File: src/hw/rtl/u8u16_pkg.sv
`timescale 1ns / 1ps

package u8u16_pkg;

   localparam logic [15:0] REPLACEMENT_RESET = 16'h003F;
   localparam logic [15:0] LF_UNIT           = 16'h000A;
   localparam logic [15:0] CR_UNIT           = 16'h000D;
   localparam logic [20:0] SUPP_OFFSET       = 21'h010000;
   localparam logic [5:0]  HI_SURR_TAG       = 6'b110110;
   localparam logic [5:0]  LO_SURR_TAG       = 6'b110111;
   localparam logic [1:0]  CONT_TAG          = 2'b10;

   // One result item as it leaves the block.
   typedef struct packed {
      logic [15:0] code_unit;
      logic        unit_present;
      logic        end_of_line;
      logic        malformed;
      logic        last;
   } result_type;

   // The one or two results caused by one input item.
   typedef struct packed {
      logic [1:0] count;
      result_type first;
      result_type second;
   } pair_type;

endpackage

File: src/hw/rtl/u8u16_channels.sv
`timescale 1ns / 1ps

// Input byte channel.
interface u8u16_req_if;
   logic       valid;
   logic       ready;
   logic [7:0] in_byte;
   logic       end_of_stream;

   modport source (output valid, output in_byte, output end_of_stream, input ready);
   modport sink (input valid, input in_byte, input end_of_stream, output ready);
endinterface

// Result unit channel.
interface u8u16_rsp_if;
   logic        valid;
   logic        ready;
   logic [15:0] code_unit;
   logic        unit_present;
   logic        end_of_line;
   logic        malformed;
   logic        last;

   modport source (output valid, output code_unit, output unit_present,
                   output end_of_line, output malformed, output last, input ready);
   modport sink (input valid, input code_unit, input unit_present,
                 input end_of_line, input malformed, input last, output ready);
endinterface

// Replacement unit register write channel.
interface u8u16_csr_if;
   logic        valid;
   logic        ready;
   logic [15:0] replacement_unit;

   modport source (output valid, output replacement_unit, input ready);
   modport sink (input valid, input replacement_unit, output ready);
endinterface

File: src/hw/rtl/u8u16_decode.sv
`timescale 1ns / 1ps

module u8u16_decode import u8u16_pkg::*; (
   input  logic     clock,
   input  logic     reset,
   u8u16_req_if.sink req_ch,
   u8u16_csr_if.sink csr_ch,
   output pair_type pair_out,
   output logic     pair_valid,
   input  logic     pair_ready
);

   logic [1:0]  pending_ff, pending_in;
   logic [20:0] acc_ff, acc_in;
   logic        bad_ff, bad_in;
   logic [15:0] repl_ff;
   pair_type    pair_ff, pair_in;
   logic        pair_valid_ff, pair_valid_in;

   logic        accept;
   logic [20:0] acc_next;
   logic        bad_next;
   logic [1:0]  pending_next;
   logic [20:0] supp_diff;
   logic [7:0]  b;

   function automatic result_type mk_unit(input logic [15:0] u);
      result_type r;
      r = '0;
      if (u == LF_UNIT) begin
         r.end_of_line = 1'b1;
      end else begin
         r.code_unit    = u;
         r.unit_present = 1'b1;
      end
      return r;
   endfunction

   function automatic result_type mk_repl(input logic [15:0] u);
      result_type r;
      r = '0;
      r.code_unit    = u;
      r.unit_present = 1'b1;
      r.end_of_line  = 1'b1;
      r.malformed    = 1'b1;
      return r;
   endfunction

   assign req_ch.ready = !reset && (!pair_valid_ff || pair_ready);
   assign csr_ch.ready = !reset;
   assign accept       = req_ch.valid && req_ch.ready;
   assign b            = req_ch.in_byte;

   assign acc_next     = {acc_ff[14:0], b[5:0]};
   assign bad_next     = bad_ff || (b[7:6] != CONT_TAG);
   assign pending_next = pending_ff - 2'd1;
   assign supp_diff    = acc_next - SUPP_OFFSET;

   always_comb begin
      pending_in = pending_ff;
      acc_in     = acc_ff;
      bad_in     = bad_ff;
      pair_in    = '0;
      if (req_ch.end_of_stream) begin
         pair_in.count = 2'd1;
         if (pending_ff != 2'd0) begin
            pair_in.first = mk_repl(repl_ff);
         end else begin
            pair_in.first.end_of_line = 1'b1;
         end
         pending_in = 2'd0;
         acc_in     = '0;
         bad_in     = 1'b0;
      end else if (pending_ff == 2'd0) begin
         case (b) inside
            [8'h00:8'h7F]: begin
               if ({8'h00, b} != CR_UNIT) begin
                  pair_in.count = 2'd1;
                  pair_in.first = mk_unit({8'h00, b});
               end
            end
            [8'hC0:8'hDF]: begin
               pending_in = 2'd1;
               acc_in     = {16'h0000, b[4:0]};
               bad_in     = 1'b0;
            end
            [8'hE0:8'hEF]: begin
               pending_in = 2'd2;
               acc_in     = {17'h00000, b[3:0]};
               bad_in     = 1'b0;
            end
            [8'hF0:8'hF7]: begin
               pending_in = 2'd3;
               acc_in     = {18'h00000, b[2:0]};
               bad_in     = 1'b0;
            end
            default: begin
               // Stray continuation byte or an impossible lead byte.
               pair_in.count = 2'd1;
               pair_in.first = mk_repl(repl_ff);
            end
         endcase
      end else begin
         pending_in = pending_next;
         acc_in     = acc_next;
         bad_in     = bad_next;
         if (pending_next == 2'd0) begin
            acc_in = '0;
            bad_in = 1'b0;
            if (bad_next) begin
               pair_in.count = 2'd1;
               pair_in.first = mk_repl(repl_ff);
            end else if (acc_next[20:16] != 5'd0) begin
               pair_in.count                = 2'd2;
               pair_in.first.code_unit      = {HI_SURR_TAG, supp_diff[19:10]};
               pair_in.first.unit_present   = 1'b1;
               pair_in.second.code_unit     = {LO_SURR_TAG, acc_next[9:0]};
               pair_in.second.unit_present  = 1'b1;
            end else if (acc_next[15:0] != CR_UNIT) begin
               pair_in.count = 2'd1;
               pair_in.first = mk_unit(acc_next[15:0]);
            end
         end
      end
      if (pair_in.count == 2'd2) begin
         pair_in.second.last = 1'b1;
      end else begin
         pair_in.first.last = 1'b1;
      end
   end

   always_comb begin
      if (accept) begin
         pair_valid_in = (pair_in.count != 2'd0);
      end else if (pair_ready) begin
         pair_valid_in = 1'b0;
      end else begin
         pair_valid_in = pair_valid_ff;
      end
   end

   always_ff @(posedge clock) begin
      if (reset) begin
         pending_ff    <= 2'd0;
         acc_ff        <= '0;
         bad_ff        <= 1'b0;
         repl_ff       <= REPLACEMENT_RESET;
         pair_valid_ff <= 1'b0;
      end else begin
         if (accept) begin
            pending_ff <= pending_in;
            acc_ff     <= acc_in;
            bad_ff     <= bad_in;
         end
         if (csr_ch.valid) begin
            repl_ff <= csr_ch.replacement_unit;
         end
         pair_valid_ff <= pair_valid_in;
      end
   end

   always_ff @(posedge clock) begin
      if (accept) begin
         pair_ff <= pair_in;
      end
   end

   assign pair_out   = pair_ff;
   assign pair_valid = pair_valid_ff;

endmodule

File: src/hw/rtl/u8u16_emit.sv
`timescale 1ns / 1ps

module u8u16_emit import u8u16_pkg::*; (
   input  logic       clock,
   input  logic       reset,
   input  pair_type   pair_in,
   input  logic       pair_valid,
   output logic       pair_ready,
   u8u16_rsp_if.source rsp_ch
);

   result_type out_ff, out_in;
   logic       out_valid_ff, out_valid_in;
   result_type second_ff, second_in;
   logic       second_valid_ff, second_valid_in;
   logic       out_free;

   assign out_free   = !out_valid_ff || rsp_ch.ready;
   assign pair_ready = out_free && !second_valid_ff;

   always_comb begin
      out_in          = out_ff;
      out_valid_in    = out_valid_ff;
      second_in       = second_ff;
      second_valid_in = second_valid_ff;
      if (out_free) begin
         if (second_valid_ff) begin
            out_in          = second_ff;
            out_valid_in    = 1'b1;
            second_valid_in = 1'b0;
         end else if (pair_valid) begin
            out_in          = pair_in.first;
            out_valid_in    = 1'b1;
            second_in       = pair_in.second;
            second_valid_in = (pair_in.count == 2'd2);
         end else begin
            out_valid_in = 1'b0;
         end
      end
   end

   always_ff @(posedge clock) begin
      if (reset) begin
         out_valid_ff    <= 1'b0;
         second_valid_ff <= 1'b0;
      end else begin
         out_valid_ff    <= out_valid_in;
         second_valid_ff <= second_valid_in;
      end
   end

   always_ff @(posedge clock) begin
      out_ff    <= out_in;
      second_ff <= second_in;
   end

   assign rsp_ch.valid        = out_valid_ff;
   assign rsp_ch.code_unit    = out_ff.code_unit;
   assign rsp_ch.unit_present = out_ff.unit_present;
   assign rsp_ch.end_of_line  = out_ff.end_of_line;
   assign rsp_ch.malformed    = out_ff.malformed;
   assign rsp_ch.last         = out_ff.last;

endmodule

File: src/hw/rtl/utf8_to_utf16_line_decoder.sv
`timescale 1ns / 1ps
// UTF-8 to UTF-16 line decoder.
// Unless stalled, req_ch takes one item per cycle: a UTF-8 byte, or an end-of-stream
// flag that flushes any open sequence and closes the line. The rsp_ch channel
// delivers UTF-16 code units with line markers; a supplementary code point gives
// two items (high then low surrogate), while CR and the lead and middle bytes of
// a multi-byte sequence give none. The last flag marks the final item caused by
// one input byte. The csr_ch channel writes the replacement unit; it is accepted
// whenever reset is low and should only be written while the block is idle.
// Throughput is one input item per cycle while rsp_ch is ready and no low surrogate
// waits; the single output register limits the result side to one item per cycle.
// A result goes through the pair register and then the output register to rsp_ch.
// Synchronous reset clears the decoding state and both pipeline stages and sets
// the replacement unit to the question mark. When the receiver stalls, the
// output register holds its item, a pending low surrogate waits beside it, one
// more decoded item waits in the pair register, and req_ch.ready then falls.
module utf8_to_utf16_line_decoder import u8u16_pkg::*; (
   input logic         clock,
   input logic         reset,
   u8u16_req_if.sink   req_ch,
   u8u16_rsp_if.source rsp_ch,
   u8u16_csr_if.sink   csr_ch
);

   // Decoded result pair passed from the byte decoder to the output serializer.
   pair_type pair;
   logic     pair_valid;
   logic     pair_ready;

   // The decoder tracks the open sequence and registers the results of each byte.
   u8u16_decode u_decode (
      .clock      (clock),
      .reset      (reset),
      .req_ch     (req_ch),
      .csr_ch     (csr_ch),
      .pair_out   (pair),
      .pair_valid (pair_valid),
      .pair_ready (pair_ready)
   );

   // The serializer hands out the pair one item at a time from its output register.
   u8u16_emit u_emit (
      .clock      (clock),
      .reset      (reset),
      .pair_in    (pair),
      .pair_valid (pair_valid),
      .pair_ready (pair_ready),
      .rsp_ch     (rsp_ch)
   );

endmodule

File: src/flat_wrapper.sv
// flat-port wrapper written by rule: the top's interface ports become plain ports
module utf8_to_utf16_line_decoder_flat import u8u16_pkg::*;
  (clock, reset, req_ch_valid, req_ch_in_byte, req_ch_end_of_stream, req_ch_ready, rsp_ch_valid, rsp_ch_code_unit, rsp_ch_unit_present, rsp_ch_end_of_line, rsp_ch_malformed, rsp_ch_last, rsp_ch_ready, csr_ch_valid, csr_ch_replacement_unit, csr_ch_ready);
  u8u16_req_if req_ch_i ();
  u8u16_rsp_if rsp_ch_i ();
  u8u16_csr_if csr_ch_i ();
  input logic clock;
  input logic reset;
  input wire logic [$bits(req_ch_i.valid)-1:0] req_ch_valid;
  input wire logic [$bits(req_ch_i.in_byte)-1:0] req_ch_in_byte;
  input wire logic [$bits(req_ch_i.end_of_stream)-1:0] req_ch_end_of_stream;
  output wire logic [$bits(req_ch_i.ready)-1:0] req_ch_ready;
  output wire logic [$bits(rsp_ch_i.valid)-1:0] rsp_ch_valid;
  output wire logic [$bits(rsp_ch_i.code_unit)-1:0] rsp_ch_code_unit;
  output wire logic [$bits(rsp_ch_i.unit_present)-1:0] rsp_ch_unit_present;
  output wire logic [$bits(rsp_ch_i.end_of_line)-1:0] rsp_ch_end_of_line;
  output wire logic [$bits(rsp_ch_i.malformed)-1:0] rsp_ch_malformed;
  output wire logic [$bits(rsp_ch_i.last)-1:0] rsp_ch_last;
  input wire logic [$bits(rsp_ch_i.ready)-1:0] rsp_ch_ready;
  input wire logic [$bits(csr_ch_i.valid)-1:0] csr_ch_valid;
  input wire logic [$bits(csr_ch_i.replacement_unit)-1:0] csr_ch_replacement_unit;
  output wire logic [$bits(csr_ch_i.ready)-1:0] csr_ch_ready;
  assign req_ch_i.valid = req_ch_valid;
  assign req_ch_i.in_byte = req_ch_in_byte;
  assign req_ch_i.end_of_stream = req_ch_end_of_stream;
  assign req_ch_ready = req_ch_i.ready;
  assign rsp_ch_valid = rsp_ch_i.valid;
  assign rsp_ch_code_unit = rsp_ch_i.code_unit;
  assign rsp_ch_unit_present = rsp_ch_i.unit_present;
  assign rsp_ch_end_of_line = rsp_ch_i.end_of_line;
  assign rsp_ch_malformed = rsp_ch_i.malformed;
  assign rsp_ch_last = rsp_ch_i.last;
  assign rsp_ch_i.ready = rsp_ch_ready;
  assign csr_ch_i.valid = csr_ch_valid;
  assign csr_ch_i.replacement_unit = csr_ch_replacement_unit;
  assign csr_ch_ready = csr_ch_i.ready;
  utf8_to_utf16_line_decoder u_core (.clock(clock), .reset(reset), .req_ch(req_ch_i), .rsp_ch(rsp_ch_i), .csr_ch(csr_ch_i));
endmodule
File: config.mk
export PLATFORM = sky130hd
export DESIGN_NAME = utf8_to_utf16_line_decoder_flat
export DESIGN_NICKNAME = d
export VERILOG_FILES = /design/src/hw/rtl/u8u16_pkg.sv /design/src/hw/rtl/u8u16_channels.sv /design/src/hw/rtl/u8u16_decode.sv /design/src/hw/rtl/u8u16_emit.sv /design/src/hw/rtl/utf8_to_utf16_line_decoder.sv /design/src/flat_wrapper.sv
export SDC_FILE = /design/constraint.sdc
export NUM_CORES = 1
export LEC_CHECK = 0
export BUFFER_PORTS_ARGS = -buffer_cell sky130_fd_sc_hd__buf_2
export CAP_MARGIN = 40
export CORE_MARGIN = 2
export CORE_UTILIZATION = 40
export DETAILED_ROUTE_END_ITERATION = 6
export PLACE_DENSITY_LB_ADDON = 0.08
export SLEW_MARGIN = 20
export SYNTH_ARGS = -nofsm -noshare
export SYNTH_HDL_FRONTEND = slang
export SYNTH_SLANG_ARGS = --single-unit
File: constraint.sdc
create_clock -name clock -period 2.4 [get_ports clock]
set_input_delay 0.48 -clock clock [delete_from_list [all_inputs] [get_ports clock]]
set_output_delay 0.48 -clock clock [all_outputs]
set_load 0.03 [all_outputs]
# Yosys cells after proc, flatten, opt, wreduce, memory -nomap -nowiden
# Index checks and enable logic that the tools add are counted.
[classes]
addsub = 2
mul = 0
div_mod_pow = 0
n_lt_le_gt_ge = 8
n_eq_ne = 9
shifts = 0
muxes = 49
bitwise_logic = 3
reduce_logical = 26
[op_table]
columns = ["op", "n"]
rows = [
  ["two-way mux 21 bit", 6],
  ["two-way mux 15 bit", 7],
  ["two-way mux 17 bit", 4],
  ["two-way mux 22 bit", 3],
  ["two-way mux 20 bit", 2],
  ["two-way mux 39 bit", 1],
  ["greater-or-equal comparator 8 bit, second input constant", 3],
  ["less-or-equal comparator 8 bit, second input constant", 3],
  ["subtractor 20 x 17 -> 20 bit, second input constant", 1],
  ["two-way mux 19 bit", 1],
  ["== test 16 x 4 -> 1 bit, second input constant", 1],
  ["two-way mux 1 bit", 16],
  ["!= test 16 x 4 -> 1 bit, second input constant", 1],
  ["two-way mux 2 bit", 7],
  ["two-way mux 9 bit", 1],
  ["== test 8 x 4 -> 1 bit, second input constant", 1],
  ["greater-or-equal comparator 8 x 1 -> 1 bit, second input constant", 1],
  ["less-or-equal comparator 8 x 7 -> 1 bit, second input constant", 1],
  ["!= test 8 x 4 -> 1 bit, second input constant", 1],
  ["nonzero test 2 bit", 4],
  ["logical AND 1 bit", 7],
  ["AND reduction 3 bit", 2],
  ["!= test 5 x 2 -> 1 bit, second input constant", 1],
  ["nonzero test 5 bit", 1],
  ["other kinds (12)", 21],
]
[totals]
register_bits = 115
latchBits = 0
mem_bits_rw = 0
rom_bits = 0
input_bits = 30
out_inout_bits = 23
elab_cells = 122
n_memories = 0

# Longest topological paths before layout
[logic_depth]
word_depth = 10
depth_mapped = 8
ltp_nobuf = 7

# Modules after synthesis
# From an unflattened synthesis, not the netlist that was laid out.
[hier_totals]
cells_unflattened = 408
hier_area_um2 = 4971.0
[modules_own_cells]
columns = ["module", "n_inst", "cells_each", "area_each_um2", "seq_area_each_um2"]
rows = [
  ["u8u16_decode", 1, 333, 3325.7, 1721.7],
  ["u8u16_emit", 1, 75, 1645.3, 1241.2],
]

# Least setup slack after synthesis
# OpenSTA, ideal clock, no wires.
[synth_timing]
path_kind = "reg2reg"
startpoint = "reg u_core.u_emit.out_valid_ff (netlist: u_core.u_emit.rsp_ch.valid)"
endpoint = "reg u_core.u_decode.pending_ff[1]"
setup_ps = 117
arrival_time_ps = 2309
required_time_ps = 2283
slack_ps = -26
path_stages_with_launch = 6
n_path_buf = 0
period_less_slack_ps = 2426
cell_sequence = "dfxtp_1 > nor2b_1 > o21ai_0 > and2_1 > o21ai_0 > a32o_1"
[synth_via]
elab_chain_len = 7
[synth_lines]
columns = ["item", "line_no", "rtl"]
rows = [
  ["from (decl)", "u8u16_emit.sv:13", "logic out_valid_ff, out_valid_in;"],
  ["from (signal assigned)", "u8u16_emit.sv:47", "out_valid_ff <= out_valid_in;"],
  ["logical NOT 1 bit", "u8u16_emit.sv:18", "assign out_free = !out_valid_ff || rsp_ch.ready;"],
  ["logical OR 1 bit", "u8u16_emit.sv:18", ""],
  ["logical AND 1 bit", "u8u16_emit.sv:19", "assign pair_ready = out_free && !second_valid_ff;"],
  ["logical OR 1 bit", "u8u16_decode.sv:49", "assign req_ch.ready = !reset && (!pair_valid_ff || pair_ready);"],
  ["logical AND 1 bit", "u8u16_decode.sv:49", ""],
  ["logical AND 1 bit", "u8u16_decode.sv:51", "assign accept = req_ch.valid && req_ch.ready;"],
  ["net u_core.u_decode.accept", "u8u16_decode.sv:20", "logic accept;"],
  ["AND reduction 3 bit (no source line)", "--", ""],
  ["to (signal assigned)", "u8u16_decode.sv:151", "pending_ff <= pending_in;"],
  ["to (decl)", "u8u16_decode.sv:13", "logic [1:0] pending_ff, pending_in;"],
]
# The timed path passes the listed nets, and every way through them passes these cells.
# A chain may end at the register's enable or synchronous reset.

==> flow_metrics.env <==
export IMPL_outcome="complete, no violations"
export IMPL_seqCellArea_sq_um=2720
export IMPL_dieArea_sq_um=12000
export IMPL_synth_simple_gate_area_share_pct=16.6
export IMPL_grt_util_all_layers_pct=19.8
export IMPL_rsz0062_at_grt="false"
export IMPL_final_nets=494
export IMPL_clock_sinks=103
export IMPL_ir_worst_vdd_v=0.000274
export IMPL_worst_slew_pin_slew_ns=0.582
export IMPL_startpoint="u_core.u_decode.acc_ff[10]"
export IMPL_mostFrequentLayoutCell="edfxtp_1"
export IMPL_diodes=0
export IMPL_final_cell_mix="edfxtp_1 (66), buf_2 (52), nand2_1 (43), dfxtp_1 (37), nor2_1 (36)"
export IMPL_r2r_start="u_core.u_decode.acc_ff[10]"
export IMPL_drt_iter0_markers=145
export IMPL_fin_crit_sh_pct=94.5
export IMPL_grt_overflow=0
export IMPL_synthFlopType="edfxtp_1"
export IMPL_ctsHoldBuffers=0
export IMPL_first_global_vias=3191
export IMPL_synthAdderAreaFrac_pct=0.280
export IMPL_fin_setup_tns_ns=0
export IMPL_required_ns=2.65
export IMPL_min_from="csr_ch_replacement_unit[5]"
export IMPL_multi_input_area_sq_um=1580
export IMPL_postCtsSetupBuffers=0
export IMPL_ys_ff_latch=103
export IMPL_yosysWarnings=0
export IMPL_ys_seq_area_share_pct=61.0
export IMPL_fp_dieH_um=110
export IMPL_critPathMaxFanout=8
export IMPL_fin_crit_ns=2.27
export IMPL_power_density_nw_per_um2=687
export IMPL_async_flop_share_pct=0
export IMPL_wire_per_inst_um=18.1
export IMPL_core_area_sq_um=10900
export IMPL_synth_area_leader_cell="edfxtp_1"
export IMPL_cts_root_buffer="clkbuf_8"
export IMPL_nFillCells=1041
export IMPL_areaGrowthSynthToFinish_pct=17.0
export IMPL_post_synth_num_cell_types=53
export IMPL_critPathCaptureType="flop"
export IMPL_synthXorXnorAreaFrac_pct=0.392
export IMPL_portBuffers=52
export IMPL_io_pins=53
export IMPL_cts_resized=0
export IMPL_finalHoldViolCount=0
export IMPL_finalSetupViolCount=0
export IMPL_antenna_found_initial=0
export IMPL_slew_headroom_pct=61.1
export IMPL_syn_nets=432
export IMPL_drc=0
export IMPL_via_per_inst=5.42
export IMPL_htreeDepth=3
export IMPL_cts_buffers=9
export IMPL_syn_inst=401
export IMPL_design_area_sq_um=5230
export IMPL_drt_total_wl_um=11000
export IMPL_vias=3298
export IMPL_cp_arrival_ns=2.52
export IMPL_synth_compound_area_share_pct=11.6
export IMPL_ctsLongestPathBuffers=2
export IMPL_fin_util_pct=48.0
export IMPL_synth_avg_cell_area_sq_um=11.1
export IMPL_cap_violations=0
export IMPL_dr_pass1_iters=4
export IMPL_ant_nets=0
export IMPL_grt_pass1_wl_um=17300
export IMPL_hold_worst_slack_ns=0.316
export IMPL_cts_tree="yes"
export IMPL_synth_edf_count=66
export IMPL_rows=38
export IMPL_gp_congestion=0.898
export IMPL_grt_max_degree=35
export IMPL_initial_core_util_pct=41.0
export IMPL_min_path_type="in2reg"
export IMPL_synthTopCellsByArea="edfxtp_1 (44%), dfxtp_1 (17%), mux2i_1 (3.8%), nand2_1 (3.6%), nor2_1 (3.0%)"
export IMPL_synth_area_sq_um=4470
export IMPL_synth_top_family_by_area="simple AND/OR/NAND/NOR gates"
export IMPL_synth_top_area_share_pct=44.4
export IMPL_dp_final_hpwl_um=7960
export IMPL_synth_mux_area_share_pct=6.58
export IMPL_fin_worst_skew_ns=0.0118
export IMPL_post_route_cells_drive_above_1_share_pct=22.9
export IMPL_finalMaxSlewViolations=0
export IMPL_placed_area_sq_um=5010
export IMPL_crit_type="reg2reg"
export IMPL_fp_dieW_um=110
export IMPL_worstSkewPairLatency_ns=0.37
export IMPL_fmaxAchievable_ghz=0.441
export IMPL_power_leakage_uw=0.00206
export IMPL_clk_pin_slew_worst_paths_ns=0.10
export IMPL_critPathLaunchType="flop"
cell type report:
| class | count | share of cell area [%] |
|---|---|---|
| multi-input cells | 256 | 30.3 |
| clock inverters | 7 | 1.84 |
| flip-flops and latches | 103 | 52.1 |
| well taps | 140 | 3.35 |
| inverters | 15 | 1.08 |
| repair buffers | 78 | 8.95 |
| clock buffers | 9 | 2.37 |
worst paths after layout:
path	endpoint	slack (ns)	cells past startpoint
setup / recovery	u_core.u_decode.pair_out[27]	0.13	6
hold / removal	u_core.u_decode.repl_ff[5]	0.32	3
setup reg to reg	u_core.u_decode.pair_out[27]	0.13	6
hold reg to reg	u_core.u_emit.second_ff[18]	0.43	0
cells by family after synthesis:
kind of cell / Yosys count
AO/OA/AOI/OAI: 77
XOR/XNOR: 2
adder cells (fa/ha/maj): 1
buffers and inverters: 42
flip-flops: 103
multiplexers: 28
AND/OR/NAND/NOR: 148
through the flow:
step           power (uW)  setup slack [ns]  instances
2_1_floorplan        2270             0.220        401
4_1_cts              3630             0.132        608
5_1_grt              3740           0.00555        608
3_5_place_dp         2420             0.194        592
6_report             3590             0.132        608
3_3_place_gp         2410             0.220        592
sequential cells by signal (all words and copies together), names as in the netlist:
| register | count |
|---|---|
| u_core.u_emit.second_ff | 12 |
| u_core.u_emit.rsp_ch.end_of_line | 1 |
| u_core.u_decode.pair_valid | 1 |
| u_core.u_decode.repl_ff | 16 |
| u_core.u_decode.pending_ff | 2 |
| u_core.u_emit.rsp_ch.code_unit | 16 |
| u_core.u_decode.pair_out | 34 |
| u_core.u_emit.rsp_ch.valid | 1 |
| u_core.u_emit.rsp_ch.last | 1 |
| u_core.u_emit.second_valid_ff | 1 |
| u_core.u_decode.acc_ff | 15 |
| u_core.u_emit.rsp_ch.unit_present | 1 |
| u_core.u_emit.rsp_ch.malformed | 1 |
| u_core.u_decode.bad_ff | 1 |
power by group:
| part | switching, uW | total, uW | internal, uW |
|---|---|---|---|
| Clock | 622 | 1210 | 592 |
| Sequential | 33.6 | 2010 | 1970 |
| Combinational | 236 | 371 | 135 |
| Total | 891 | 3590 | 2700 |
critical path, cell delays in order (launching register included):
cell and delay (ns):
dfxtp_1 0.34, inv_1 0.08, ha_1 0.20, or4b_1 0.61
or3_1 0.45, or3_1 0.38, nand3_1 0.09
synthesized netlist by cell type (all sizes together), types with 2 or more instances:
master	count
buf	4
mux2	11
mux2i	17
a31oi	2
edfxtp	66
a211oi	2
nor3b	2
or3	3
a22oi	2
a21oi	14
and3	10
o211ai	5
nor2	36
o2111ai	2
or3b	2
nand2b	3
o211a	2
inv	15
a221o	6
clkbuf	23
o21ai	25
nor3	6
nor4b	2
nand2	43
a21o	2
a32o	4
dfxtp	37
nor4	6
nand3	18
o31ai	4
nor2b	7
metal layers:
layer  up-vias  global-route usage, %  routed length, um
met4         0                   10.1                371
met2        82                   30.7               5130
met3        23                   3.32                585
li1       1596                      -                  -
met5         -                      0                  0
met1      1597                   26.8               4940
(Power assumes the default switching activity.)
